## src/sv/cog_pkg.sv

```systemverilog
// Package of types and constants for the chunked occupancy grid.
package cog_pkg;
    localparam int ChunkSlots   = 16;
    localparam int Layers       = 4;
    localparam int CellsPerSide = 64;
    localparam int SlotW        = $clog2(ChunkSlots);
    localparam int LayerW       = $clog2(Layers);
    localparam int CellW        = 2 * $clog2(CellsPerSide);
    localparam int BitAddrW     = SlotW + LayerW + CellW;
    localparam int BitDepth     = ChunkSlots * Layers * CellsPerSide * CellsPerSide;
    localparam int PosW         = 40;
    localparam int ChunkW       = 25;
    localparam int CellSzW      = 19;

    localparam logic [1:0] OP_WRITE       = 2'd0;
    localparam logic [1:0] OP_QUERY_CELL  = 2'd1;
    localparam logic [1:0] OP_QUERY_CHUNK = 2'd2;
    localparam logic [1:0] OP_RESERVED    = 2'd3;

    localparam logic [0:0] REG_CHUNK_SIZE = 1'd0;
    localparam logic [0:0] REG_CELL_SIZE  = 1'd1;

    typedef enum logic [3:0] {
        S_CLEAR, S_IDLE, S_DIVX, S_DIVY, S_CELLX, S_CELLY,
        S_LOOKUP, S_READ, S_WAIT, S_WRITE, S_DONE
    } t_state;

    typedef struct packed {
        logic       start;
        logic [PosW-1:0] dividend;
        logic [PosW-1:0] divisor;
        logic       is_signed;
    } t_div_req;

    typedef struct packed {
        logic            done;
        logic [PosW-1:0] quot;
        logic [PosW-1:0] rem;
    } t_div_rsp;
endpackage

```

## src/sv/cog_div.sv

```systemverilog
// Radix-2 restoring divider with floor semantics for signed dividends.
module cog_div import cog_pkg::*; (
    input  logic     i_clk,
    input  logic     i_rst_n,
    input  t_div_req i_req,
    output t_div_rsp o_rsp
);
    localparam int CntW = $clog2(PosW + 1);
    logic [PosW-1:0] r_q, n_q, r_r, n_r, r_d, n_d;
    logic            r_neg, n_neg, r_busy, n_busy, r_done, n_done;
    logic [CntW-1:0] r_cnt, n_cnt;
    logic [PosW:0]   w_trial;
    logic [PosW:0]   w_shift;

    always_comb begin
        n_q = r_q; n_r = r_r; n_d = r_d; n_neg = r_neg;
        n_busy = r_busy; n_cnt = r_cnt; n_done = 1'b0;
        w_shift = {r_r, r_q[PosW-1]};
        w_trial = w_shift - {1'b0, r_d};
        if (i_req.start) begin
            n_neg  = i_req.is_signed & i_req.dividend[PosW-1];
            n_q    = n_neg ? (~i_req.dividend + 1'b1) : i_req.dividend;
            n_r    = '0;
            n_d    = i_req.divisor;
            n_busy = 1'b1;
            n_cnt  = CntW'(PosW);
        end else if (r_busy) begin
            if (!w_trial[PosW]) begin
                n_r = w_trial[PosW-1:0];
                n_q = {r_q[PosW-2:0], 1'b1};
            end else begin
                n_r = w_shift[PosW-1:0];
                n_q = {r_q[PosW-2:0], 1'b0};
            end
            n_cnt = r_cnt - 1'b1;
            if (r_cnt == CntW'(1)) begin
                n_busy = 1'b0;
                n_done = 1'b1;
            end
        end
    end

    always_ff @(posedge i_clk) begin
        if (!i_rst_n) begin
            r_busy <= 1'b0;
            r_done <= 1'b0;
            r_cnt  <= '0;
        end else begin
            r_busy <= n_busy;
            r_done <= n_done;
            r_cnt  <= n_cnt;
        end
        r_q   <= n_q;
        r_r   <= n_r;
        r_d   <= n_d;
        r_neg <= n_neg;
    end

    // Floor correction for negative dividends.
    always_comb begin
        o_rsp.done = r_done;
        if (r_neg && r_r != '0) begin
            o_rsp.quot = ~r_q;
            o_rsp.rem  = r_d - r_r;
        end else begin
            o_rsp.quot = r_neg ? (~r_q + 1'b1) : r_q;
            o_rsp.rem  = r_r;
        end
    end
endmodule

```

## config.mk

```make
export PLATFORM = sky130hd
export DESIGN_NAME = cog_div
export DESIGN_NICKNAME = d
export VERILOG_FILES = /design/src/sv/cog_pkg.sv /design/src/sv/cog_div.sv
export SDC_FILE = /design/constraint.sdc
export NUM_CORES = 1
export LEC_CHECK = 0
export BUFFER_PORTS_ARGS = -buffer_cell sky130_fd_sc_hd__buf_2
export CAP_MARGIN = 40
export CORE_ASPECT_RATIO = 0.7
export CORE_MARGIN = 2
export CORE_UTILIZATION = 30
export CTS_CLUSTER_DIAMETER = 60
export DETAILED_ROUTE_END_ITERATION = 16
export PLACE_DENSITY_LB_ADDON = 0.1
export SYNTH_ARGS = -nofsm -noshare
export SYNTH_HDL_FRONTEND = slang
export SYNTH_SLANG_ARGS = --single-unit
export TNS_END_PERCENT = 100
```

## constraint.sdc

```tcl
create_clock -name i_clk -period 6.85 [get_ports i_clk]
set_clock_uncertainty 0.1 [all_clocks]
set_input_delay 0.685 -clock i_clk [delete_from_list [all_inputs] [get_ports i_clk]]
set_output_delay 0.685 -clock i_clk [all_outputs]
set_load 0.1 [all_outputs]
```

==> impl_metrics.py, run 1 <==
metrics = {
    "floorplan": {
        "floorplan.die_area_sq_mm": 0.0400,
        "floorplan.initialDensity_pct": 30.2,
        "row_count": 60,
        "die_y_um": 168,
        "core_region_area_sq_mm": 0.0381,
        "design.portCount": 165,
        "dieWidth_um": 238,
    },
    "logic_synthesis": {
        "post_synth_fa_ha_maj_area_fraction_pct": 9.36,
        "synth_xor_area_share_pct": 11.1,
        "post_synth_instance_area_sq_mm": 0.0115,
        "synth_fp_nets": 1572,
        "seq_area_frac_synth_pct": 29.5,
        "synth_edf_count": 81,
        "synth_warnings": 0,
        "synth-simple-area-share_pct": 17.1,
        "syn-instance-count": 1403,
        "synthMuxAreaShare_pct": 2.27,
        "syn_avg_cell_area_sq_um": 8.21,
        "post_synthesis_async_set_or_reset_flop_share_pct": 0,
        "synth_compound_gate_area_share_pct": 25.0,
        "number_of_distinct_standard_cells_referenced_by_the_synthesized_netlist": 77,
        "yosys_register_bits": 129,
        "synth_top_family_by_area": "compound AO/OA/AOI/OAI gates",
        "postSynth.topFlopCell": "edfxtp_1",
    },
    "clock_network": {
        "clkTransAtPathRegs_ns": 0.06,
        "postCtsHoldBufs": 0,
        "postCtsResizedCells": 0,
        "clkLatencyLatePin_ns": 0.45,
        "post_cts.repair.setup_buffers": 0,
        "tritoncts": "built",
        "cts_num_sinks": 129,
        "cts-root-buf": "clkbuf_16",
        "cts_inserted_buffers": 17,
        "clockBufferDepth": 2,
        "cts_max_level": 4,
    },
    "timing": {
        "max_slew_headroom_pct": 43.4,
        "hold_viol_final": 0,
        "maxSlewViolCount": 0,
        "layout_min_cycle_time_ns": 5.69,
        "final.period_utilization_pct": 83.1,
        "worst_slew_pin_slew_ns": 0.827,
        "report.final.setup_viol": 0,
        "setup_repair_after_global_routing_missed_its_margin": "false",
        "timing.fmax_mhz": 176,
        "fin_tns_setup_ns": 0,
    },
    "drt": {
        "post-route-drc-count": 0,
        "vias_per_cell": 5.26,
        "drt_total_wl_um": 38300,
        "vias": 10800,
        "dr.pass1.iters": 5,
        "ant_nets": 0,
        "dr.first_iter.drc_count": 735,
        "routedWlPerCell_um": 18.7,
    },
    "placed_design": {
        "gpl.final_weighted_congestion": 0.886,
        "placement.io_buffers": 164,
        "post-place-cells": 2018,
        "detailedPlacementHpwl_um": 29700,
    },
    "global_routing": {
        "number_of_antenna_violations_at_the_first_check_in_global_routing": 1,
        "overflow_left_after_global_routing": 0,
        "first_global_vias": 10100,
        "grt_start_max_net_pins": 86,
        "track_usage_pct": 19.2,
        "grt_first_pass_wirelength_um": 59500,
    },
    "cells_and_area": {
        "layout.cells.non_filler": 2050,
        "flow.area_growth_from_synthesis_pct": 16.8,
        "inserted_diodes": 0,
        "layout_common_cells": "164 x buf_2, 135 x a21oi_1, 124 x nor2_1, 109 x nand2_1, 107 x inv_1",
        "seq_area_sq_mm": 0.00339,
        "layout_commonest_cell": "buf_2",
        "multiInputGateArea_sq_mm": 0.00749,
        "drive_above_1_share_pct": 15.0,
        "num-nets-final": 1710,
        "layout.filler_cells": 4045,
    },
    "critical_path": {
        "timing.critical_path.to_type": "primary output",
        "largest_fanout_on_the_critical_path": 5,
        "critPathRequiredTime_ns": 6.06,
        "nature_of_the_critical_path_startpoint": "register",
        "cp.arrival_ns": 4.91,
        "classification_of_the_worst_setup_path": "register to primary output",
    },
    "status": {
        "outcome": "complete, no violations",
    },
    "run": {
        "max_cap_viol_count": 0,
    },
    "hold_path": {
        "worstHoldPathType": "input port to register",
    },
    "pwr": {
        "power_density_mw_per_mm2": 274,
        "total_leakage_power_nw": 5.49,
        "ir_worst_vdd_v": 0.000176,
    },
}
[cell usage after synthesis (all sizes together) (6+ instances only)]
library cell / number / area (sq um)
and2: 10 / 65.1
nor4: 26 / 175
edfxtp: 81 / 2430
nor3: 32 / 176
o31ai: 23 / 173
or2: 7 / 43.8
and3: 9 / 61.3
nand3: 23 / 115
mux2i: 25 / 250
nand4: 11 / 68.8
ha: 83 / 1040
a21o: 48 / 362
a2111oi: 6 / 52.6
buf: 16 / 83.8
or4: 11 / 90.1
nand2b: 23 / 144
o21a: 14 / 105
a31oi: 13 / 81.3
nor2b: 10 / 62.6
xnor2: 105 / 920
a211oi: 31 / 238
o21ai: 88 / 440
inv: 107 / 402
xor2: 41 / 359
o41ai: 11 / 111
nor2: 124 / 465
dfxtp: 48 / 961
clkbuf: 43 / 161
a21oi: 135 / 676
nand2: 109 / 409
[critical path, cell delays in order, from the launching register on]
cell and delay (ns):
dfxtp_1 0.42, inv_1 0.10, ha_1 0.37, a21o_1 0.20, a221o_1 0.41, a311o_1 0.38
a2111o_1 0.56, a41o_1 0.35, a31o_1 0.27, a21o_1 0.25, a21oi_1 0.20, xor2_1 0.08
o21ai_0 0.35, buf_2 0.51
[flip-flops by register name, summed over array words and instances, names as in the netlist]
name / cells
r_r: 40
r_q: 40
r_neg: 1
r_busy: 1
r_d: 40
r_done: 1
r_cnt: 6
[per-layer routing]
metal  global-route usage, %  part of all wire (%)  up-vias
met4                    3.80                  0.83        0
li1                        -                     -     5403
met1                    30.3                    54     5078
met5                       0                     0        -
met2                    25.9                    39      282
met3                    4.41                   5.8       21
[per-stage QoR]
step	setup slack (ns)	util (%)	hold slack [ns]	power (mW)	cell area, sq um
floorplan	0.380	-	0.369	2.40	11500
global route	0.939	35.3	0.283	3.88	13500
global placement	1.35	33.6	0.385	2.77	12800
CTS	1.16	35.3	0.275	3.73	13500
finish	1.16	35.3	0.309	3.69	13500
detailed placement	1.68	33.8	0.405	2.77	12900
[report_power, final]
group          switching [mW]  internal, mW  total [mW]
clock network           0.367         0.562       0.929
registers              0.0829         0.907       0.990
logic                    1.31         0.453        1.77
total                    1.76          1.92        3.69
[cells by family after synthesis]
kind of cell	count (synthesis)
flip-flops	129
XOR/XNOR	146
buffers and inverters	167
AND/OR/NAND/NOR	408
adder cells (fa/ha/maj)	85
multiplexers	26
AO/OA/AOI/OAI	442
[path summary, 6_finish.rpt]
kind | from | end | slack [ns] | cells past startpoint
worst max-delay path | r_r[21]$_SDFFE_PP0P_ | o_rsp[35] | 1.16 | 13
worst min-delay path | i_req[18] | r_d[17]$_DFFE_PP_ | 0.31 | 1
worst max register to register | r_q[39]$_DFFE_PP_ | r_r[27]$_SDFFE_PP0P_ | 2.28 | 13
worst min register to register | r_cnt[1]$_SDFFE_PP0P_ | r_cnt[1]$_SDFFE_PP0P_ | 0.42 | 2
[cell type report]
cell class,instances,area share [%]
clock buffer,26,3.64
clock inverter,6,0.595
inverter,108,3.01
multi-input combinational,1107,55.7
sequential,129,25.2
tap,496,4.61
timing repair buffer,178,7.24
Power figures use the tool's default switching activity.
==> inputs of run 2 (changes only) <==
Clock period 6.85 ns to 5.1 ns, I/O delays scaled along.
==> impl_metrics.py, run 2 (synthesized netlist as in run 1, its figures left out) <==
metrics = {
    "status": {
        "outcome": "complete, no violations",
    },
    "clock_network": {
        "postCtsHoldBufs": 0,
        "cts_max_level": 4,
        "clockBufferDepth": 2,
        "cts-root-buf": "clkbuf_16",
        "cts_num_sinks": 129,
        "cts_inserted_buffers": 17,
        "clkTransAtPathRegs_ns": 0.06,
        "clkLatencyLatePin_ns": 0.44,
        "tritoncts": "built",
    },
    "critical_path": {
        "worstPathCellList": "inv_1 -> ha_1 -> a2111o_1 -> o211a_1 -> a2111o_1 -> a41o_1 -> a31o_1 -> a21o_1 -> o22a_1 -> mux2i_1 -> xnor2_2 -> buf_8",
        "cp.arrival_ns": 4.26,
        "most_used_cell_cp": "a2111o_1",
        "nature_of_the_critical_path_startpoint": "register",
        "critPathRequiredTime_ns": 4.49,
        "classification_of_the_worst_setup_path": "register to primary output",
        "slowest_delay_ns": 0.52,
        "largest_fanout_on_the_critical_path": 7,
        "timing.critical_path.to_type": "primary output",
        "cp_slowest_cell": "a2111o_1",
    },
    "global_routing": {
        "grt_first_pass_wirelength_um": 59900,
        "track_usage_pct": 19.2,
        "first_global_vias": 10200,
        "number_of_antenna_violations_at_the_first_check_in_global_routing": 0,
        "overflow_left_after_global_routing": 0,
        "grt_start_max_net_pins": 73,
    },
    "drt": {
        "vias_per_cell": 5.23,
        "routedWlPerCell_um": 18.5,
        "vias": 10800,
        "dr.pass1.iters": 5,
        "ant_nets": 0,
        "drt_total_wl_um": 38200,
        "dr.first_iter.drc_count": 825,
        "post-route-drc-count": 0,
    },
    "cells_and_area": {
        "final_util_pct": 35.6,
        "layout.filler_cells": 4018,
        "drive_above_1_share_pct": 16.1,
        "num-nets-final": 1726,
        "largest_registers": "r_d x40, r_q x40, r_r x40",
        "inserted_diodes": 0,
        "flow.area_growth_from_synthesis_pct": 18.0,
        "layout.cells.non_filler": 2066,
        "layout_common_cells": "157 x buf_2, 134 x a21oi_1, 124 x nor2_1, 109 x nand2_1, 107 x inv_1",
        "layout_commonest_cell": "buf_2",
    },
    "floorplan": {
        "core_region_area_sq_mm": 0.0381,
        "row_count": 60,
        "floorplan.die_area_sq_mm": 0.0400,
        "design.portCount": 165,
        "floorplan.initialDensity_pct": 30.2,
        "die_y_um": 168,
        "dieWidth_um": 238,
    },
    "pwr": {
        "power.switching_fraction_pct": 48.0,
        "ir_worst_vdd_v": 0.000243,
        "power_density_mw_per_mm2": 369,
        "total_leakage_power_nw": 5.57,
        "power.sequential.fraction_pct": 26.5,
        "clock_power_share_pct": 25.5,
        "switching_power_mw": 2.41,
        "comb_power_share_pct": 48.0,
        "power.internal_mw": 2.61,
    },
    "run": {
        "max_cap_viol_count": 0,
    },
    "timing": {
        "worst_slew_pin_slew_ns": 0.832,
        "final.period_utilization_pct": 95.5,
        "report.final.setup_viol": 0,
        "timing.fmax_mhz": 205,
        "hold_viol_final": 0,
        "setup_repair_after_global_routing_missed_its_margin": "false",
        "final_critical_path_setup_slack_ns": 0.228,
        "maxSlewViolCount": 0,
        "max_slew_headroom_pct": 44.0,
        "layout_min_cycle_time_ns": 4.87,
    },
    "placed_design": {
        "detailedPlacementHpwl_um": 29000,
        "post-place-cells": 2034,
        "placement.io_buffers": 164,
        "detailedPlace.worstSlack_ns": 0.452,
        "gpl.final_weighted_congestion": 0.865,
    },
    "hold_path": {
        "worstHoldPathType": "input port to register",
    },
}
run 2: worst paths after layout:
path	end	slack, ns	startpoint	cells after the start
max reg2reg	r_r[39]$_SDFFE_PP0P_	0.82	r_q[39]$_DFFE_PP_	14
min	r_d[18]$_DFFE_PP_	0.14	i_req[19]	1
max	o_rsp[39]	0.23	r_r[6]$_SDFFE_PP0P_	12
min reg2reg	r_cnt[1]$_SDFFE_PP0P_	0.40	r_cnt[1]$_SDFFE_PP0P_	2
run 2: what timing repair did:
| action | 4_1_cts | 5_1_grt |
|---|---|---|
| gates resized for setup | 1 | 9 |
| buffers inserted | 0 | 0 |
| endpoints found under the setup margin | 1 | 9 |
| pin swaps | 0 | 1 |
run 2: cell type report:
type	count	area (sq um)	area share, %
inverter	108	405	2.98
tap	496	621	4.57
clock buffer	18	429	3.16
sequential	129	3390	25.0
multi-input combinational	1107	7500	55.2
timing repair buffer	194	1090	8.06
clock inverter	14	146	1.08
run 2: worst max-delay path: cells and delay by family (launching register included):
kind,cells,cell delay [ns]
AOI/OAI and AO/OA,7,2.27
DFF,1,0.42
xor gates and xnor gates,1,0.16
buffers and inverters,2,0.34
muxes,1,0.23
adders and majority gates,1,0.41
run 2: layer usage:
metal	part of all wire, %	vias to the layer above	track usage [%]
met3	4.4	27	3.23
met4	1.2	0	4.76
met2	38	231	25.8
met1	56	5111	30.7
li1	-	5436	-
met5	0	-	0
run 2: power groups by stage:
stage          clock (mW)  sequential [mW]  combinational (mW)
2_1_floorplan           0             1.31                1.92
3_3_place_gp            0             1.35                2.40
3_5_place_dp            0             1.35                2.40
4_1_cts              1.32             1.33                2.41
5_1_grt              1.37             1.34                2.58
6_report             1.28             1.33                2.41
run 2: through the flow:
stage	setup TNS [ns]	hold WS (ns)	cell area [sq um]	total power, mW
after floorplan	-0.0127	0.369	11500	3.23
after global placement	0	0.384	13000	3.75
after detailed placement	0	0.385	13000	3.74
after CTS	0	0.110	13600	5.05
after global routing	0	0.110	13600	5.29
final	0	0.138	13600	5.02
==> inputs of run 3 (changes only) <==
Settings changed: RECOVER_POWER set to 25.
==> impl_metrics.py, run 3 (synthesized netlist as in run 1, its figures left out) <==
metrics = {
    "timing": {
        "timing.fmax_mhz": 205,
        "maxSlewViolCount": 47,
        "hold_viol_final": 0,
        "max_slew_headroom_pct": -50.1,
        "setup_repair_after_global_routing_missed_its_margin": "false",
        "fin_tns_setup_ns": 0,
        "fin_hold_ws_ns": 0.138,
        "worst_slew_pin_slew_ns": 2.25,
        "final.period_utilization_pct": 95.7,
        "layout_min_cycle_time_ns": 4.88,
        "report.final.setup_viol": 0,
    },
    "critical_path": {
        "nature_of_the_critical_path_startpoint": "register",
        "cp.arrival_ns": 4.27,
        "classification_of_the_worst_setup_path": "register to primary output",
        "cp_slowest_cell": "a2111o_1",
        "worstPathCellList": "inv_1 -> ha_1 -> a2111o_1 -> o211a_1 -> a2111o_1 -> a41o_1 -> a31o_1 -> a21o_1 -> o22a_1 -> mux2i_1 -> xnor2_2 -> buf_8",
        "critPathRequiredTime_ns": 4.49,
        "largest_fanout_on_the_critical_path": 7,
        "slowest_delay_ns": 0.52,
        "most_used_cell_cp": "a2111o_1",
        "timing.critical_path.to_type": "primary output",
    },
    "global_routing": {
        "use_met2_pct": 25.8,
        "first_global_vias": 10200,
        "grt_start_max_net_pins": 73,
        "grt_most_used_layer": "met1",
        "grt_first_pass_wirelength_um": 59900,
        "globalRouteMet1Util_pct": 30.7,
        "overflow_left_after_global_routing": 0,
        "use_met3_pct": 3.23,
        "track_usage_pct": 19.2,
        "number_of_antenna_violations_at_the_first_check_in_global_routing": 0,
    },
    "clock_network": {
        "clkTransAtPathRegs_ns": 0.06,
        "clockBufferDepth": 2,
        "tritoncts": "built",
        "cts_num_sinks": 129,
        "clkLatencyLatePin_ns": 0.44,
        "cts_max_level": 4,
        "cts_inserted_buffers": 17,
        "cts-root-buf": "clkbuf_16",
    },
    "pwr": {
        "ir_worst_vdd_v": 0.000243,
        "power.sequential.fraction_pct": 26.5,
        "switching_power_mw": 2.41,
        "total_leakage_power_nw": 5.56,
        "power.switching_fraction_pct": 48.0,
        "clock_power_share_pct": 25.5,
        "power.internal_mw": 2.61,
        "comb_power_share_pct": 48.0,
        "power_density_mw_per_mm2": 370,
    },
    "placed_design": {
        "placement.io_buffers": 164,
        "gpl.final_weighted_congestion": 0.865,
        "detailedPlacementHpwl_um": 29000,
    },
    "cells_and_area": {
        "multiInputGateArea_sq_mm": 0.00750,
        "flow.area_growth_from_synthesis_pct": 17.9,
        "inserted_diodes": 0,
        "largest_registers": "r_d x40, r_q x40, r_r x40",
        "drive_above_1_share_pct": 15.9,
        "layout_common_cells": "155 x buf_2, 134 x a21oi_1, 124 x nor2_1, 109 x nand2_1, 107 x inv_1",
        "layout.filler_cells": 4021,
        "seq_area_sq_mm": 0.00339,
        "layout_commonest_cell": "buf_2",
        "num-nets-final": 1726,
        "final_util_pct": 35.6,
    },
    "hold_path": {
        "worstHoldPathType": "input port to register",
    },
    "drt": {
        "dr.first_iter.drc_count": 827,
        "routedWlPerCell_um": 18.5,
        "dr.pass1.iters": 6,
        "vias": 10800,
        "ant_nets": 0,
        "post-route-drc-count": 0,
        "vias_per_cell": 5.21,
        "drt_total_wl_um": 38200,
    },
    "floorplan": {
        "row_count": 60,
        "die_y_um": 168,
        "design.portCount": 165,
        "dieWidth_um": 238,
        "core_region_area_sq_mm": 0.0381,
        "floorplan.initialDensity_pct": 30.2,
        "floorplan.die_area_sq_mm": 0.0400,
    },
    "status": {
        "outcome": "complete, but fails checks",
        "failing_checks": "max-capacitance violations, max-slew violations",
    },
    "run": {
        "max_cap_viol_count": 1,
    },
}
[run 3: changes by cell type in the layout (fill, tap and decap cells not counted), sizes merged]
cell    delta
buf        -4
clkbuf     +4
[run 3: layout make-up]
| cell class | instances | area share (%) |
|---|---|---|
| Inverter | 108 | 2.99 |
| Tap cell | 496 | 4.57 |
| Clock buffer | 18 | 3.16 |
| Clock inverter | 14 | 1.08 |
| Timing Repair Buffer | 194 | 7.97 |
| Sequential cell | 129 | 25.0 |
| Multi-Input combinational cell | 1107 | 55.2 |
[run 3: final timing paths]
| check | start | endpoint | slack, ns | cells after the start |
|---|---|---|---|---|
| hold / removal | i_req[25] | r_d[24]$_DFFE_PP_ | 0.14 | 1 |
| setup / recovery | r_r[6]$_SDFFE_PP0P_ | o_rsp[39] | 0.22 | 12 |
| hold reg to reg | r_cnt[1]$_SDFFE_PP0P_ | r_cnt[1]$_SDFFE_PP0P_ | 0.40 | 2 |
| setup reg to reg | r_q[39]$_DFFE_PP_ | r_r[39]$_SDFFE_PP0P_ | 0.77 | 14 |
[run 3: layer usage]
| metal | up-vias | share of wire (%) |
|---|---|---|
| li1 | 5437 | - |
| met1 | 5101 | 57 |
| met2 | 207 | 38 |
| met3 | 27 | 3.8 |
| met4 | 0 | 1.2 |
| met5 | - | 0 |
[run 3: critical path: cells and delay by family, from the launching register on]
kind	cells	cell delay [ns]
adders and majority gates	1	0.41
buffers and inverters	2	0.34
xor gates and xnor gates	1	0.16
muxes	1	0.23
DFF	1	0.42
AOI/OAI and AO/OA	7	2.27
[run 3: stage by stage]
| stage | cell area [sq um] | total power [mW] | instances | setup slack [ns] |
|---|---|---|---|---|
| after CTS | 13600 | 5.05 | 2066 | 0.0604 |
| after floorplan | 11500 | 3.23 | 1403 | -0.0127 |
| final | 13600 | 5.02 | 2066 | 0.219 |
| after detailed placement | 13000 | 3.74 | 2034 | 0.452 |
| after global placement | 13000 | 3.75 | 2032 | 0.479 |
| after global routing | 13600 | 5.29 | 2066 | 0.000383 |
[run 3: what timing repair did]
item,4_1_cts,5_1_grt
hold endpoints to repair,0,0
setup buffers,0,0
resized for setup,1,9
pin swaps,0,1
endpoints found under the setup margin,1,9
hold buffers,0,0
[run 3: power groups by stage]
| stage | Combinational, mW | Clock (mW) | Sequential, mW |
|---|---|---|---|
| after floorplan | 1.92 | 0 | 1.31 |
| after global placement | 2.40 | 0 | 1.35 |
| after detailed placement | 2.40 | 0 | 1.35 |
| after CTS | 2.41 | 1.32 | 1.33 |
| after global routing | 2.58 | 1.37 | 1.34 |
| final | 2.41 | 1.28 | 1.33 |
